### src/sv/rgb_pixel_filter_with_sobel_top_macros.svh
// Assertion macros shared by the pixel filter RTL.
`ifndef RGB_PIXEL_FILTER_WITH_SOBEL_TOP_MACROS_SVH
`define RGB_PIXEL_FILTER_WITH_SOBEL_TOP_MACROS_SVH

// Same-cycle implication, checked outside reset.
`define RPFS_ASSERT_IMPLY(label, clk, rst_n, ante, cons, msg) \
  label: assert property (@(posedge clk) disable iff (!rst_n) (ante) |-> (cons)) \
    else $error(msg);

// Next-cycle implication, checked outside reset.
`define RPFS_ASSERT_NEXT(label, clk, rst_n, ante, cons, msg) \
  label: assert property (@(posedge clk) disable iff (!rst_n) (ante) |=> (cons)) \
    else $error(msg);

`endif

### src/sv/rpfs_pkg.sv
// Package with constants, types and helpers of the RGB pixel filter.
`default_nettype none
package rpfs_pkg;

  localparam int PIX_W       = 8;
  localparam int COORD_W     = 11;
  localparam int CFG_W       = 12;
  localparam int CFG_IDX_W   = 2;
  localparam int MODE_W      = 3;
  localparam int RES_N       = 4;
  localparam int IN_DATA_W   = 24;
  localparam int OUT_DATA_W  = 48;

  localparam int DEF_MAX_WIDTH  = 2048;
  localparam int DEF_MAX_HEIGHT = 2048;

  localparam int LUMA_R = 77;
  localparam int LUMA_G = 150;
  localparam int LUMA_B = 29;
  localparam logic [PIX_W-1:0] PIX_MAX = 8'd255;

  localparam logic [MODE_W-1:0] MODE_COPY  = 3'd0;
  localparam logic [MODE_W-1:0] MODE_RED   = 3'd1;
  localparam logic [MODE_W-1:0] MODE_GREEN = 3'd2;
  localparam logic [MODE_W-1:0] MODE_BLUE  = 3'd3;
  localparam logic [MODE_W-1:0] MODE_GRAY  = 3'd4;
  localparam logic [MODE_W-1:0] MODE_BIN   = 3'd5;
  localparam logic [MODE_W-1:0] MODE_SOBEL = 3'd6;

  localparam logic [CFG_IDX_W-1:0] REG_MODE   = 2'd0;
  localparam logic [CFG_IDX_W-1:0] REG_THRESH = 2'd1;
  localparam logic [CFG_IDX_W-1:0] REG_WIDTH  = 2'd2;
  localparam logic [CFG_IDX_W-1:0] REG_HEIGHT = 2'd3;

  localparam logic [MODE_W-1:0] RST_MODE   = MODE_GRAY;
  localparam logic [PIX_W-1:0]  RST_THRESH = 8'd128;
  localparam logic [CFG_W-1:0]  RST_WIDTH  = 12'd640;
  localparam logic [CFG_W-1:0]  RST_HEIGHT = 12'd480;

  // Result slots of one pixel, emitted from the lowest bit up.
  localparam logic [RES_N-1:0] RES_MAIN   = 4'b0001;
  localparam logic [RES_N-1:0] RES_LEFT   = 4'b0010;
  localparam logic [RES_N-1:0] RES_UP     = 4'b0100;
  localparam logic [RES_N-1:0] RES_CORNER = 4'b1000;

  typedef struct packed {
    logic [PIX_W-1:0]   red;
    logic [PIX_W-1:0]   green;
    logic [PIX_W-1:0]   blue;
    logic [COORD_W-1:0] col;
    logic [COORD_W-1:0] row;
    logic               shifted;
    logic [RES_N-1:0]   mask;
    logic               eof;
  } rpfs_res_t;

  function automatic logic [PIX_W-1:0] luma_of(input logic [PIX_W-1:0] r,
                                               input logic [PIX_W-1:0] g,
                                               input logic [PIX_W-1:0] b);
    logic [15:0] sum;
    sum = 16'(LUMA_R * r + LUMA_G * g + LUMA_B * b);
    return sum[15:8];
  endfunction

endpackage
`default_nettype wire

### src/sv/rpfs_emit.sv
// Output stage that sends the one to four result words of a pixel in order.
`default_nettype none
module rpfs_emit (
  input  logic                         clk_i,
  input  logic                         rst_ni,
  input  logic                         load_i,
  input  rpfs_pkg::rpfs_res_t          res_i,
  output logic                         free_o,
  output logic                         m_axis_tvalid,
  input  logic                         m_axis_tready,
  // red[7:0], green[15:8], blue[23:16], col[34:24], row[45:35], zero pad
  output logic [rpfs_pkg::OUT_DATA_W-1:0] m_axis_tdata,
  output logic                         m_axis_tlast,   // end of frame
  output logic                         m_axis_tuser    // last word of the pixel
);
  import rpfs_pkg::*;

  logic              v_q, v_d;
  rpfs_res_t         r_q;
  logic [RES_N-1:0]  low;
  logic [RES_N-1:0]  rest;
  logic              last;
  logic              fire;
  logic [PIX_W-1:0]  red, green, blue;
  logic [COORD_W-1:0] col, row;

  assign low  = r_q.mask & (~r_q.mask + RES_N'(1));
  assign rest = r_q.mask & ~low;
  assign last = (rest == '0);
  assign fire = v_q && m_axis_tready;
  assign free_o = !v_q || (fire && last);

  always_comb begin
    v_d = v_q;
    if (load_i) begin
      v_d = 1'b1;
    end else if (fire && last) begin
      v_d = 1'b0;
    end
  end

  always_ff @(posedge clk_i or negedge rst_ni) begin
    if (!rst_ni) begin
      v_q <= 1'b0;
    end else begin
      v_q <= v_d;
    end
  end

  always_ff @(posedge clk_i) begin
    if (load_i) begin
      r_q <= res_i;
    end else if (fire) begin
      r_q.mask <= rest;
    end
  end

  always_comb begin
    red   = '0;
    green = '0;
    blue  = '0;
    col   = r_q.col;
    row   = r_q.row;
    case (low)
      RES_MAIN: begin
        red   = r_q.red;
        green = r_q.green;
        blue  = r_q.blue;
        if (r_q.shifted) begin
          col = r_q.col - COORD_W'(1);
          row = r_q.row - COORD_W'(1);
        end
      end
      RES_LEFT: begin
        col = r_q.col - COORD_W'(1);
      end
      RES_UP: begin
        row = r_q.row - COORD_W'(1);
      end
      default: begin
      end
    endcase
  end

  assign m_axis_tvalid = v_q;
  assign m_axis_tdata  = {2'b00, row, col, blue, green, red};
  assign m_axis_tlast  = r_q.eof && last;
  assign m_axis_tuser  = last;
endmodule
`default_nettype wire

### config.mk
export PLATFORM = sky130hd
export DESIGN_NAME = rpfs_emit
export DESIGN_NICKNAME = d
export VERILOG_FILES = /design/src/sv/rgb_pixel_filter_with_sobel_top_macros.svh /design/src/sv/rpfs_pkg.sv /design/src/sv/rpfs_emit.sv
export SDC_FILE = /design/constraint.sdc
export NUM_CORES = 1
export LEC_CHECK = 0
export BUFFER_PORTS_ARGS = -buffer_cell sky130_fd_sc_hd__buf_2
export CAP_MARGIN = 10
export CORE_ASPECT_RATIO = 0.9
export CORE_UTILIZATION = 47
export DETAILED_ROUTE_END_ITERATION = 10
export PLACE_DENSITY = 0.8
export SLEW_MARGIN = 15
export SYNTH_ARGS = -nofsm -noshare
export SYNTH_HDL_FRONTEND = slang
export SYNTH_SLANG_ARGS = --single-unit
### constraint.sdc
create_clock -name clk_i -period 2 [get_ports clk_i]
set_clock_uncertainty 0.05 [all_clocks]
set_input_delay 0.3 -clock clk_i [delete_from_list [all_inputs] [get_ports clk_i]]
set_output_delay 0.3 -clock clk_i [all_outputs]
set_load 0.05 [all_outputs]
==> results of run 1 <==
[timing repair]
item | 4_1_cts | 5_1_grt
hold endpoints to repair | 1 | 0
resized for setup | 81 | 67
cloned | 1 | 0
hold buffers | 1 | 0
buffers inserted | 14 | 15
pin swaps | 14 | 14
setup endpoints to repair | 25 | 38
[worst reg2reg max path, delay by kind of cell, from the launching register on]
kind / cells / cell delay, ns
AO/OA/AOI/OAI: 3 / 0.58
buffers and inverters: 5 / 0.63
flip-flops: 1 / 0.41
AND/OR/NAND/NOR: 1 / 0.04
[metal layers]
| metal | global-route usage, % | part of all wire (%) | vias to the layer above |
|---|---|---|---|
| met3 | 4.079 | 4.4 | 14 |
| met5 | 0 | 0 | - |
| met4 | 8.761 | 3.5 | 0 |
| met2 | 40.28 | 58 | 86 |
| met1 | 23.77 | 34 | 922 |
| li1 | - | - | 904 |
[registers in the layout, indices dropped and copies added, names as in the netlist]
signal,cells
r_q,52
m_axis_tvalid,1
[cell type report]
cell class | count | area (um2)
clock buffers | 8 | 90.09
repair buffers | 154 | 1225
inverters | 5 | 18.77
multi-input cells | 105 | 1060
flip-flops and latches | 53 | 1587
well taps | 65 | 81.33
fillers | 273 | 803.3
[final timing paths]
check,from,end,slack (ns),cells past startpoint
hold / removal,res_i[16],r_q[16]$_DFFE_PP_,0.12,1
max in group asynchronous,rst_ni,m_axis_tvalid$_DFFE_PN0P_,1.55,2
min in group asynchronous,rst_ni,m_axis_tvalid$_DFFE_PN0P_,0.27,2
setup reg to reg,r_q[1]$_SDFFCE_PN0P_,m_axis_tvalid$_DFFE_PN0P_,0.18,9
hold reg to reg,m_axis_tvalid$_DFFE_PN0P_,r_q[3]$_DFFE_PP_,0.66,1
setup / recovery,r_q[11]$_DFFE_PP_,m_axis_tdata[45],-0.46,6
[per-stage QoR]
| stage | instance area [um2] | worst slack (ns) | power [mW] |
|---|---|---|---|
| after floorplan | 2501 | -0.1867 | 1.943 |
| after global placement | 3227 | -0.08851 | 2.160 |
| after detailed placement | 3227 | -0.1296 | 2.178 |
| after CTS | 3766 | -0.3440 | 2.938 |
| after global routing | 4061 | -0.5495 | 3.165 |
| final | 4061 | -0.4568 | 3.063 |
[cells by family (layout without fill, tap and decap cells)]
group | Yosys count | count (layout) | synth area share, %
XOR/XNOR | 17 | 17 | 6.267
buffers and inverters | 12 | 167 | 2.317
adder cells (fa/ha/maj) | 2 | 2 | 1.053
flip-flops | 53 | 53 | 66.77
AO/OA/AOI/OAI | 15 | 15 | 4.107
multiplexers | 3 | 3 | 1.738
AND/OR/NAND/NOR | 66 | 66 | 17.59
other | 1 | 2 | 0.1578
[layout by cell type, fill, tap and decap left out, types with 2 or more instances in the layout]
master | synthesis | final
sky130_fd_sc_hd__nand2_1 | 9 | 5
sky130_fd_sc_hd__xnor2_2 | 0 | 8
sky130_fd_sc_hd__buf_6 | 0 | 39
sky130_fd_sc_hd__xor2_2 | 0 | 8
sky130_fd_sc_hd__clkbuf_8 | 0 | 6
sky130_fd_sc_hd__edfxtp_1 | 52 | 52
sky130_fd_sc_hd__conb_1 | 1 | 2
sky130_fd_sc_hd__buf_12 | 0 | 2
sky130_fd_sc_hd__buf_8 | 0 | 5
sky130_fd_sc_hd__nor2_2 | 0 | 2
sky130_fd_sc_hd__clkbuf_1 | 3 | 2
sky130_fd_sc_hd__buf_4 | 2 | 39
sky130_fd_sc_hd__nor2_4 | 0 | 4
sky130_fd_sc_hd__nor4_4 | 1 | 3
sky130_fd_sc_hd__o21ai_0 | 5 | 5
sky130_fd_sc_hd__buf_2 | 2 | 67
sky130_fd_sc_hd__nor2_1 | 10 | 4
sky130_fd_sc_hd__nand2_4 | 0 | 3
sky130_fd_sc_hd__and2_1 | 26 | 25
sky130_fd_sc_hd__mux2_4 | 2 | 3
sky130_fd_sc_hd__inv_1 | 5 | 5
sky130_fd_sc_hd__or4_4 | 0 | 2
sky130_fd_sc_hd__and2_4 | 1 | 2
sky130_fd_sc_hd__a21o_1 | 2 | 2
sky130_fd_sc_hd__nor3_4 | 0 | 3
[power by group through the flow]
stage	Combinational [mW]	Clock, mW	Sequential [mW]
2_1_floorplan	0.540	0	1.40
3_3_place_gp	0.768	0	1.39
4_1_cts	0.958	0.606	1.37
6_report	1.09	0.591	1.38
5_1_grt	1.13	0.639	1.39
3_5_place_dp	0.780	0	1.40
==> results.txt, run 1 <==
----------------------------------------------------
[STA]
  Number of pins with negative max-slew slack in the final report ... 0
  Setup violators final ... 24
  Period minus WS final ... between 2 and 2.5 ns
  Fin Hold WS ... about 0.12 ns
  Setup repair after global routing missed its margin ... true
  Final clock period utilization by the worst path ... 122.8%
  Setup TNS ... -5.561 ns
  PnR worst setup slack ... -0.4568 ns
  Worst slew margin relative to its limit ... 60.48%
  Maximum clock frequency ... 407.0 MHz
  Number of failing hold endpoints at the final stage ... 0
  Actual slew at the worst max-slew pin ... a little under 0.6 ns

[Setup path]
  CP Cell Sequence ... nor4_2, buf_4, nand2_4, nor4_4, xor2_2, buf_6
  Critical path data arrival time ... 2.11 ns
  Delay of the slowest cell on the worst path ... 0.50 ns
  Dominant delay contributor by cell family on the critical path ... simple AND/OR/NAND/NOR gates
  Kind of start point of the critical path ... flop
  Number of buffer and inverter instances along the worst setup path ... 2
  Crit. End Element ... primary output
  Crit path required time ... 1.65 ns
  Startpoint-to-endpoint class of the critical path ... reg2out
  CP max-delay cell ... sky130_fd_sc_hd__edfxtp_1
  Highest net fanout along the worst path ... 4

[Logic synthesis]
  Part of the Yosys area used for sequential elements ... between 60 and 70%
  Avg Cell Area, Syn ... between 10 and 15 um2
  Async set-reset flop share out of synthesis ... 1.887%
  List of most frequent post-synthesis cells ... sky130_fd_sc_hd__edfxtp_1, sky130_fd_sc_hd__and2_1, sky130_fd_sc_hd__nor2_1, sky130_fd_sc_hd__nand2_1, sky130_fd_sc_hd__xor2_1
  Post-synth EDFFs ... 52
  Primary flip-flop cell chosen by synthesis mapping ... sky130_fd_sc_hd__edfxtp_1
  Most frequent cell after synthesis ... sky130_fd_sc_hd__edfxtp_1
  Area contributors post-synth ... sky130_fd_sc_hd__edfxtp_1, sky130_fd_sc_hd__and2_1, sky130_fd_sc_hd__xor2_1, sky130_fd_sc_hd__xnor2_1, sky130_fd_sc_hd__nor2_1
  Yosys warning count ... 0
  Post-synthesis cell area ... between 2000 and 2500 um2
  Yosys top cell by area ... sky130_fd_sc_hd__edfxtp_1
  Cell variety after synth ... 36
  Fraction of post-synthesis cell area in the top cell type by area ... about two thirds
  Number of register bits inferred by synthesis ... between 50 and 60
  Post-Syn Instances ... between 150 and 200

[Drt]
  Starting DRT DRC Count ... between 100 and 150
  Overall routed net length ... just under 7000 um
  Routed wire per std cell ... between 15 and 20 um
  Drc violations ... 0
  Antenna-violating nets left ... 0
  DR pass1 iterations ... 4
  Drt via density ... a little under 5
  Count of vias placed by the detailed router ... ~1900

[Pwr]
  Proportion of power drawn by combinational gates ... between 30% and 40%
  Worst vdd rail ir drop ... 0.0005960 V
  Total internal power ... just over 2 mW
  Sequential share of power ... between 40% and 50%
  Power density cells ... around 750 nW/um2
  Share of power burned in the clock network ... roughly a fifth
  Leakage ... between 1.5 and 2 nW
  Switching share of total power ... roughly a third
  Switching power ... 1.012 mW

[Clock tree]
  Bufs on Longest Clock Path ... 2
  Total number of H-tree levels ... 2
  Clk pin slew, worst setup/hold paths ... around 0.10 ns
  Total number of clock tree sinks ... 53
  Source-to-sink clock delay at the later pin of the worst-skew pair ... slightly below 0.3 ns
  Cts bufs inserted ... 5
  Clock root buffer ... sky130_fd_sc_hd__clkbuf_8
  TritonCTS clock tree ... yes

[Die]
  Starting density of the core ... roughly half
  Die boundary width ... 76.95 um
  Number of primary I/O pins ... 108
  Total number of placement rows ... 24
  Vertical die dimension ... roughly 70 um
  Area of the core ... 4865 um2
  Floorplan die area ... 5344 um2

[Placement]
  RD Place Congestion ... between 0.7 and 0.8
  Number of instances in the placed design ... approximately 350
  Final HPWL DP ... around 3600 um
  Count of input and output buffers ... between 100 and 150

[Finish]
  Final core area utilization ... between 80% and 90%
  Number of cells in the finished layout apart from fillers ... 390
  Diode count ... 0
  Growth of design area from synthesis to finish ... 70.93%
  Share of final-layout standard cells stronger than drive strength 1 ... around 66%
  Net total in the final layout ... roughly 380

[Global route]
  Vias in the first global route ... around 1800
  Largest net degree at the start of global routing ... 30
  Overall global routing resource usage ... 21.53%
  Global-route wire length before repair ... roughly 8600 um
  Number of antenna violations at the first check in global routing ... 0
  Overflow left after global routing ... 0

[Min path]
  Class of the worst hold path ... in2reg

[Status]
  Status ... complete, but fails checks
  Violated checks ... setup timing

[Run]
  Max-cap check violation count ... 0

----------------------------------------------------
Note: power is estimated with default switching activity, not from simulation.
==> inputs of run 2 (changes only) <==
==> constraint.sdc (replaced) <==
create_clock -name clk_i -period 2.6 [get_ports clk_i]
set_clock_uncertainty 0.05 [all_clocks]
set_input_delay 0.39 -clock clk_i [delete_from_list [all_inputs] [get_ports clk_i]]
set_output_delay 0.39 -clock clk_i [all_outputs]
set_load 0.05 [all_outputs]
==> run 2 against run 1 <==
Largest power group unchanged. Critical path type unchanged. The run now ends clean. Worst setup slack better by 0.56 ns. Die area unchanged. Highest routed layer unchanged. Via count down 14%. Clock power down 25%.
==> results.txt, run 2 (same netlist as run 1, synthesis figures left out) <==
----------------------------------------------------
[Setup path]
  Internal reg-to-reg setup slack ... 1.06 ns (was 0.18 ns)
  Reg2reg start ... r_q[1]$_SDFFCE_PN0P_ (unchanged)
  Dominant delay contributor by cell family on the critical path ... simple AND/OR/NAND/NOR gates (unchanged)
  Worst reg2reg path endpoint ... m_axis_tvalid$_DFFE_PN0P_ (unchanged)
  CP max-delay cell ... sky130_fd_sc_hd__edfxtp_1 (unchanged)
  Number of buffer and inverter instances along the worst setup path ... 1 (was 2)
  Highest net fanout along the worst path ... 7 (was 4)
  CP Cell Sequence ... nor3b_4, o21ai_2, or4_1, nand2_1, buf_2 (was nor4_2, buf_4, nand2_4, nor4_4, xor2_2, buf_6)
  Crit. End Element ... primary output (unchanged)
  Delay of the slowest cell on the worst path ... 0.52 ns (was 0.50 ns)
  Kind of start point of the critical path ... flop (unchanged)
  Startpoint-to-endpoint class of the critical path ... reg2out (unchanged)
  Crit path required time ... 2.16 ns (was 1.65 ns)
  Critical path data arrival time ... 2.05 ns (was 2.11 ns)
  Worst R2R Path Depth ... 5 (was 9)

[Die]
  Die boundary width ... 76.95 um (unchanged)
  Starting density of the core ... 48.84% (unchanged)
  Total number of placement rows ... 24 (unchanged)
  Floorplan die area ... 5344 um2 (unchanged)
  Number of primary I/O pins ... 108 (unchanged)
  Vertical die dimension ... 69.45 um (unchanged)
  Area of the core ... 4865 um2 (unchanged)

[Min path]
  Class of the worst hold path ... in2reg (unchanged)
  Worst Hold Endpoint ... r_q[0]$_DFFE_PP_ (was r_q[16]$_DFFE_PP_)
  Min-delay src ... res_i[0] (was res_i[16])
  Number of instances on the worst hold path ... 1 (unchanged)

[Pwr]
  Power density cells ... 657.1 nW/um2 (was 754.1 nW/um2)
  Overall power ... 2.055 mW (was 3.063 mW)
  Leakage ... 1.348 nW (was 1.779 nW)
  Worst vdd rail ir drop ... 0.0004838 V (was 0.0005960 V)

[STA]
  Setup TNS ... 0 ns (was -5.561 ns)
  Setup repair after global routing missed its margin ... false (was true)
  Final clock period utilization by the worst path ... around 96%
  Actual slew at the worst max-slew pin ... 0.6682 ns (was 0.5927 ns)
  Worst slew margin relative to its limit ... 55.45% (was 60.48%)
  Number of failing hold endpoints at the final stage ... 0 (unchanged)
  Maximum clock frequency ... ~400 MHz
  Setup violators final ... 0 (was 24)
  Period minus WS final ... 2.495 ns
  Number of pins with negative max-slew slack in the final report ... 0 (unchanged)

[Clock tree]
  TritonCTS clock tree ... yes (unchanged)
  Bufs on Longest Clock Path ... 2 (unchanged)
  Total number of clock tree sinks ... 53 (unchanged)
  Clk pin slew, worst setup/hold paths ... 0.09 ns (was 0.10 ns)
  Clock root buffer ... sky130_fd_sc_hd__clkbuf_8 (unchanged)
  Cts bufs inserted ... 5 (unchanged)
  Total number of H-tree levels ... 2 (unchanged)
  Source-to-sink clock delay at the later pin of the worst-skew pair ... 0.29 ns (about the same)

[Global route]
  Number of antenna violations at the first check in global routing ... 0 (unchanged)
  Overall global routing resource usage ... 17.22% (was 21.53%)
  Overflow left after global routing ... 0 (unchanged)
  Vias in the first global route ... 1645 (was 1845)
  Global-route wire length before repair ... 7065 um (was 8618 um)
  Largest net degree at the start of global routing ... 34 (was 30)

[Placement]
  Dpl cell area ... 2978 um2 (was 3227 um2)
  Final HPWL DP ... 3447 um (was 3555 um)
  Count of input and output buffers ... 105 (unchanged)
  RD Place Congestion ... 0.8609 (was 0.7947)

[Finish]
  Register area ... 1587 um2 (unchanged)
  Total area of multi-input combinational cells ... 753.2 um2 (was 1060 um2)
  Growth of design area from synthesis to finish ... 31.65% (was 70.93%)
  Total non-filler cell area in the finished layout ... 3128 um2 (was 4061 um2)
  Number of flip-flops in the largest register ... 52 (unchanged)
  Diode count ... 0 (unchanged)
  Number of fillers in the final layout ... 404 (was 273)
  Top register by number of flip-flops ... r_q (unchanged)
  Share of final-layout standard cells stronger than drive strength 1 ... 46.83% (was 65.54%)
  Most common cell after layout, fill and taps aside ... sky130_fd_sc_hd__buf_2 (unchanged)
  Commonest cells after routing, fill and taps aside ... sky130_fd_sc_hd__buf_2, sky130_fd_sc_hd__edfxtp_1, sky130_fd_sc_hd__and2_1 (was sky130_fd_sc_hd__buf_2, sky130_fd_sc_hd__edfxtp_1, sky130_fd_sc_hd__buf_4, sky130_fd_sc_hd__buf_6, sky130_fd_sc_hd__and2_1)
  Net total in the final layout ... 341 (was 382)

[Drt]
  DR pass1 iterations ... 4 (unchanged)
  Routed wire per std cell ... 13.12 um (was 17.32 um)
  Starting DRT DRC Count ... 48 (was 112)
  Count of vias placed by the detailed router ... 1653 (was 1926)
  Antenna-violating nets left ... 0 (unchanged)
  Drt via density ... 4.736 (was 4.938)
  Drc violations ... 0 (unchanged)
  Overall routed net length ... 4580 um (was 6753 um)

[Run]
  Max-cap check violation count ... 0 (unchanged)

[Status]
  Status ... complete, no violations (was complete, but fails checks)

----------------------------------------------------
run 2: how the worst max path moves through the flow:
stage,startpoint,endpoint,depth (start not counted)
floorplan,r_q[23]$_DFFE_PP_,m_axis_tdata[33],3
global placement,r_q[8]$_DFFE_PP_,m_axis_tdata[41],4
detailed placement,r_q[9]$_DFFE_PP_,m_axis_tdata[45],5
CTS,r_q[9]$_DFFE_PP_,m_axis_tdata[45],5
global route,r_q[2]$_DFFE_PP_,m_axis_tdata[41],5
finish,r_q[2]$_DFFE_PP_,m_axis_tdata[41],5
run 2: report_power, final:
part           internal, mW  leakage, nW  total (mW)  switching (mW)
Combinational         0.155        0.788       0.551           0.396
Sequential             1.02        0.522        1.06          0.0448
Clock                 0.190       0.0374       0.442           0.252
run 2: per-layer routing:
layer | share of wire, % | up-vias | GRT usage [%] | wire length (um)
met5 | 0 | - | 0 | 0
met4 | 1.5 | 0 | 6.410 | 68
met3 | 8.5 | 6 | 5.395 | 389
met2 | 49 | 86 | 28.57 | 2246
met1 | 41 | 739 | 21.07 | 1875
li1 | - | 822 | - | -
run 2: final cells by class:
| class | instances | area share, % |
|---|---|---|
| multi-input combinational | 105 | 24.08 |
| sequential | 53 | 50.72 |
| clock inverter | 2 | 0.4800 |
| clock buffer | 6 | 2.320 |
| inverter | 5 | 0.6000 |
| timing repair buffer | 113 | 19.20 |
| tap | 65 | 2.600 |
run 2: timing repair:
action                     4_1_cts  5_1_grt
setup endpoints to repair        0        5
hold buffers                     1        0
buffers inserted                 0        5
resized for setup                0        3
hold endpoints to repair         1        0
run 2: through the flow:
stage | std cells | hold slack, ns | setup slack [ns] | util [%]
after floorplan | 170 | 0.04441 | 0.1476 | -
after global placement | 335 | 0.1148 | 0.4448 | 61.21
after detailed placement | 335 | 0.1189 | 0.3933 | 61.21
after CTS | 344 | 0.2037 | 0.04250 | 63.22
after global routing | 349 | 0.1968 | 0.01121 | 64.30
final | 349 | 0.2125 | 0.1054 | 64.30
==> inputs of run 3 (changes only) <==
--- a/config.mk
+++ b/config.mk
@@ -5,12 +5,14 @@
 export SDC_FILE = /design/constraint.sdc
 export NUM_CORES = 1
 export LEC_CHECK = 0
+export ABC_AREA = 1
 export BUFFER_PORTS_ARGS = -buffer_cell sky130_fd_sc_hd__buf_2
 export CAP_MARGIN = 10
 export CORE_ASPECT_RATIO = 0.9
-export CORE_UTILIZATION = 47
+export CORE_UTILIZATION = 48
 export DETAILED_ROUTE_END_ITERATION = 10
 export PLACE_DENSITY = 0.8
+export REMOVE_ABC_BUFFERS = 1
 export SLEW_MARGIN = 15
 export SYNTH_ARGS = -nofsm -noshare
 export SYNTH_HDL_FRONTEND = slang
==> run 3 against run 2 <==
Synthesized cell count grew 57%. Wire length rose by 10%. Worst setup slack improved by 0.21 ns. Fmax rose by 9.4%. Hold slack better by 0.0039 ns. First-iteration DRC count is 33% higher. Non-clock buffer count down 5. Core utilization decreased by 1.4 points. Power increased by 0.56%. Clock-buffer cell count shrank 1. Sequential power is essentially flat. Die area grew 6.8%. Critical path type unchanged. Largest cell class unchanged. Largest power group unchanged.
==> results.txt, run 3 <==
----------------------------------------------------
[Placement]
  RD Place Congestion ... 0.8399 (was 0.8609)
  Worst setup slack before clock tree synthesis ... 0.6305 ns (was 0.3933 ns)
  Count of input and output buffers ... 105 (unchanged)
  Final HPWL DP ... 3912 um (was 3447 um)

[Clock tree]
  Clk pin slew, worst setup/hold paths ... 0.09 ns (about the same)
  Bufs on Longest Clock Path ... 2 (unchanged)
  Total number of H-tree levels ... 2 (unchanged)
  Clock root buffer ... sky130_fd_sc_hd__clkbuf_8 (unchanged)
  Total number of clock tree sinks ... 53 (unchanged)
  TritonCTS clock tree ... yes (unchanged)
  Cts bufs inserted ... 5 (unchanged)
  Source-to-sink clock delay at the later pin of the worst-skew pair ... 0.29 ns (about the same)
  Number of buffers inserted to repair setup after CTS ... 0 (unchanged)

[Drt]
  Antenna-violating nets left ... 0 (unchanged)
  Drc violations ... 0 (unchanged)
  Routed wire per std cell ... 11.38 um (was 13.12 um)
  Starting DRT DRC Count ... 64 (was 48)
  DR pass1 iterations ... 5 (was 4)
  Overall routed net length ... 5042 um (was 4580 um)
  Count of vias placed by the detailed router ... 2055 (was 1653)
  Drt via density ... 4.639 (was 4.736)

[Die]
  Floorplan die area ... 5710 um2 (was 5344 um2)
  Area of the core ... 5224 um2 (was 4865 um2)
  Die boundary width ... 79.54 um (was 76.95 um)
  Starting density of the core ... 49.72% (was 48.84%)
  Number of primary I/O pins ... 108 (unchanged)
  Vertical die dimension ... 71.79 um (was 69.45 um)
  Total number of placement rows ... 25 (was 24)

[Finish]
  Top register by number of flip-flops ... r_q (unchanged)
  Number of flip-flops in the largest register ... 52 (unchanged)
  Net total in the final layout ... 433 (was 341)
  Commonest cells after routing, fill and taps aside ... sky130_fd_sc_hd__buf_2, sky130_fd_sc_hd__nand2_1, sky130_fd_sc_hd__inv_1 (was sky130_fd_sc_hd__buf_2, sky130_fd_sc_hd__edfxtp_1, sky130_fd_sc_hd__and2_1)
  Share of final-layout standard cells stronger than drive strength 1 ... 34.31% (was 46.83%)
  Final core area utilization ... 62.92% (was 64.30%)
  Most common cell after layout, fill and taps aside ... sky130_fd_sc_hd__buf_2 (unchanged)
  Number of fillers in the final layout ... 421 (was 404)
  Growth of design area from synthesis to finish ... 26.54% (was 31.65%)
  Diode count ... 0 (unchanged)

[Setup path]
  Startpoint-to-endpoint class of the critical path ... reg2out (unchanged)
  CP max-delay cell ... sky130_fd_sc_hd__edfxtp_1 (unchanged)
  Number of buffer and inverter instances along the worst setup path ... 2 (was 1)
  Highest net fanout along the worst path ... 3 (was 7)
  Kind of start point of the critical path ... flop (unchanged)
  Crit. End Element ... primary output (unchanged)
  CP Cell Sequence ... inv_1, ha_1, nand2_1, nor2_1, nand2_1, nor2_2, xor2_1, buf_2 (was nor3b_4, o21ai_2, or4_1, nand2_1, buf_2)
  Crit path required time ... 2.16 ns (about the same)
  Critical path data arrival time ... 1.84 ns (was 2.05 ns)
  Internal reg-to-reg setup slack ... 1.29 ns (was 1.06 ns)
  Dominant delay contributor by cell family on the critical path ... simple AND/OR/NAND/NOR gates (unchanged)
  Delay of the slowest cell on the worst path ... 0.38 ns (was 0.52 ns)
  Most repeated library cell on the critical path ... sky130_fd_sc_hd__nand2_1

[Logic synthesis]
  Post-Syn Instances ... 265 (was 169)
  Primary flip-flop cell chosen by synthesis mapping ... sky130_fd_sc_hd__edfxtp_1 (unchanged)
  Avg Cell Area, Syn ... 9.802 um2 (was 14.06 um2)
  Number of register bits inferred by synthesis ... 53 (unchanged)
  Async set-reset flop share out of synthesis ... 1.887% (unchanged)
  Part of the Yosys area used for sequential elements ... 61.08% (was 66.77%)
  Yosys top cell by area ... sky130_fd_sc_hd__edfxtp_1 (unchanged)
  Post-synth EDFFs ... 52 (unchanged)
  Post-synthesis cell area ... 2597 um2 (was 2376 um2)
  List of most frequent post-synthesis cells ... sky130_fd_sc_hd__nand2_1, sky130_fd_sc_hd__inv_1, sky130_fd_sc_hd__edfxtp_1, sky130_fd_sc_hd__nor2_1, sky130_fd_sc_hd__o21ai_0 (was sky130_fd_sc_hd__edfxtp_1, sky130_fd_sc_hd__and2_1, sky130_fd_sc_hd__nor2_1, sky130_fd_sc_hd__nand2_1, sky130_fd_sc_hd__xor2_1)
  Cell variety after synth ... 27 (was 36)
  Most frequent cell after synthesis ... sky130_fd_sc_hd__nand2_1 (was sky130_fd_sc_hd__edfxtp_1)
  Fraction of post-synthesis cell area in the top cell type by area ... 60.12% (was 65.72%)
  Yosys warning count ... 0 (unchanged)
  Area contributors post-synth ... sky130_fd_sc_hd__edfxtp_1, sky130_fd_sc_hd__nand2_1, sky130_fd_sc_hd__inv_1, sky130_fd_sc_hd__nor2_1, sky130_fd_sc_hd__xor2_1 (was sky130_fd_sc_hd__edfxtp_1, sky130_fd_sc_hd__and2_1, sky130_fd_sc_hd__xor2_1, sky130_fd_sc_hd__xnor2_1, sky130_fd_sc_hd__nor2_1)

[Global route]
  Overflow left after global routing ... 0 (unchanged)
  Global-route wire length before repair ... 8079 um (was 7065 um)
  Number of antenna violations at the first check in global routing ... 0 (unchanged)
  Largest net degree at the start of global routing ... 41 (was 34)
  Overall global routing resource usage ... 18.46% (was 17.22%)
  Vias in the first global route ... 1875 (was 1645)

[Status]
  Status ... complete, no violations (unchanged)

[STA]
  Number of pins with negative max-slew slack in the final report ... 0 (unchanged)
  PnR worst setup slack ... 0.3198 ns (was 0.1054 ns)
  Number of failing hold endpoints at the final stage ... 0 (unchanged)
  Maximum clock frequency ... 438.6 MHz (was 400.9 MHz)
  Period minus WS final ... 2.280 ns (was 2.495 ns)
  Setup violators final ... 0 (unchanged)
  Final clock period utilization by the worst path ... 87.70% (was 95.95%)
  Setup repair after global routing missed its margin ... false (unchanged)

[Pwr]
  Worst vdd rail ir drop ... 0.0004368 V (was 0.0004838 V)
  Power density cells ... 628.8 nW/um2 (was 657.1 nW/um2)
  Leakage ... 1.723 nW (was 1.348 nW)

[Run]
  Max-cap check violation count ... 0 (unchanged)

[Min path]
  Class of the worst hold path ... in2reg (unchanged)

----------------------------------------------------
run 3: cells by family after synthesis:
group                      Yosys count  share of synthesized area (%)
other                                1                         0.1444
DFF                                 53                          61.08
and+or+nand+nor                    120                          21.10
AOI/OAI and AO/OA                   19                          4.094
xor gates and xnor gates             8                          2.698
buffers and inverters               62                          9.923
adders and majority gates            2                         0.9632
run 3: area by class of cell:
class | count | area [um2] | area share [%]
clock inverter | 3 | 17.52 | 0.5329
inverter | 56 | 210.2 | 6.395
timing repair buffer | 108 | 563.0 | 17.13
sequential | 53 | 1587 | 48.27
multi-input combinational | 151 | 757.0 | 23.03
tap | 67 | 83.83 | 2.550
clock buffer | 5 | 68.82 | 2.094
run 3: path summary, 6_finish.rpt:
kind / cells past startpoint / to / from
max: 8 / m_axis_tdata[43] / r_q[6]$_DFFE_PP_
min: 1 / r_q[17]$_DFFE_PP_ / res_i[17]
max reg2reg: 5 / m_axis_tvalid$_DFFE_PN0P_ / r_q[1]$_SDFFCE_PN0P_
min reg2reg: 2 / m_axis_tvalid$_DFFE_PN0P_ / m_axis_tvalid$_DFFE_PN0P_
max in group asynchronous: 2 / m_axis_tvalid$_DFFE_PN0P_ / rst_ni
min in group asynchronous: 2 / m_axis_tvalid$_DFFE_PN0P_ / rst_ni
run 3: routing by layer:
layer / global-route usage [%] / routed length, um / vias to the layer above
li1: - / - / 1051
met1: 21.74 / 2097 / 920
met2: 31.43 / 2503 / 80
met3: 6.497 / 401 / 4
met4: 6.061 / 40 / 0
met5: 0 / 0 / -
run 3: power breakdown:
group	switching (mW)	internal (mW)	total [mW]
Sequential	0.0390	1.02	1.06
Clock	0.243	0.186	0.429
Combinational	0.443	0.138	0.581
Total	0.725	1.34	2.07
run 3: repair_timing:
action / CTS / global route
hold endpoints to repair: 1 / 0
hold buffers: 1 / 0
gates resized for setup: 0 / 0
run 3: through the flow:
step / power (mW) / cells / hold slack (ns) / setup TNS (ns) / cell area, um2
floorplan: 1.487 / 260 / 0.04441 / -0.3373 / 2554
global placement: 1.647 / 434 / 0.1152 / 0 / 3191
detailed placement: 1.658 / 434 / 0.1171 / 0 / 3191
CTS: 2.086 / 443 / 0.2024 / 0 / 3287
global route: 2.164 / 443 / 0.1906 / 0 / 3287
finish: 2.067 / 443 / 0.2165 / 0 / 3287
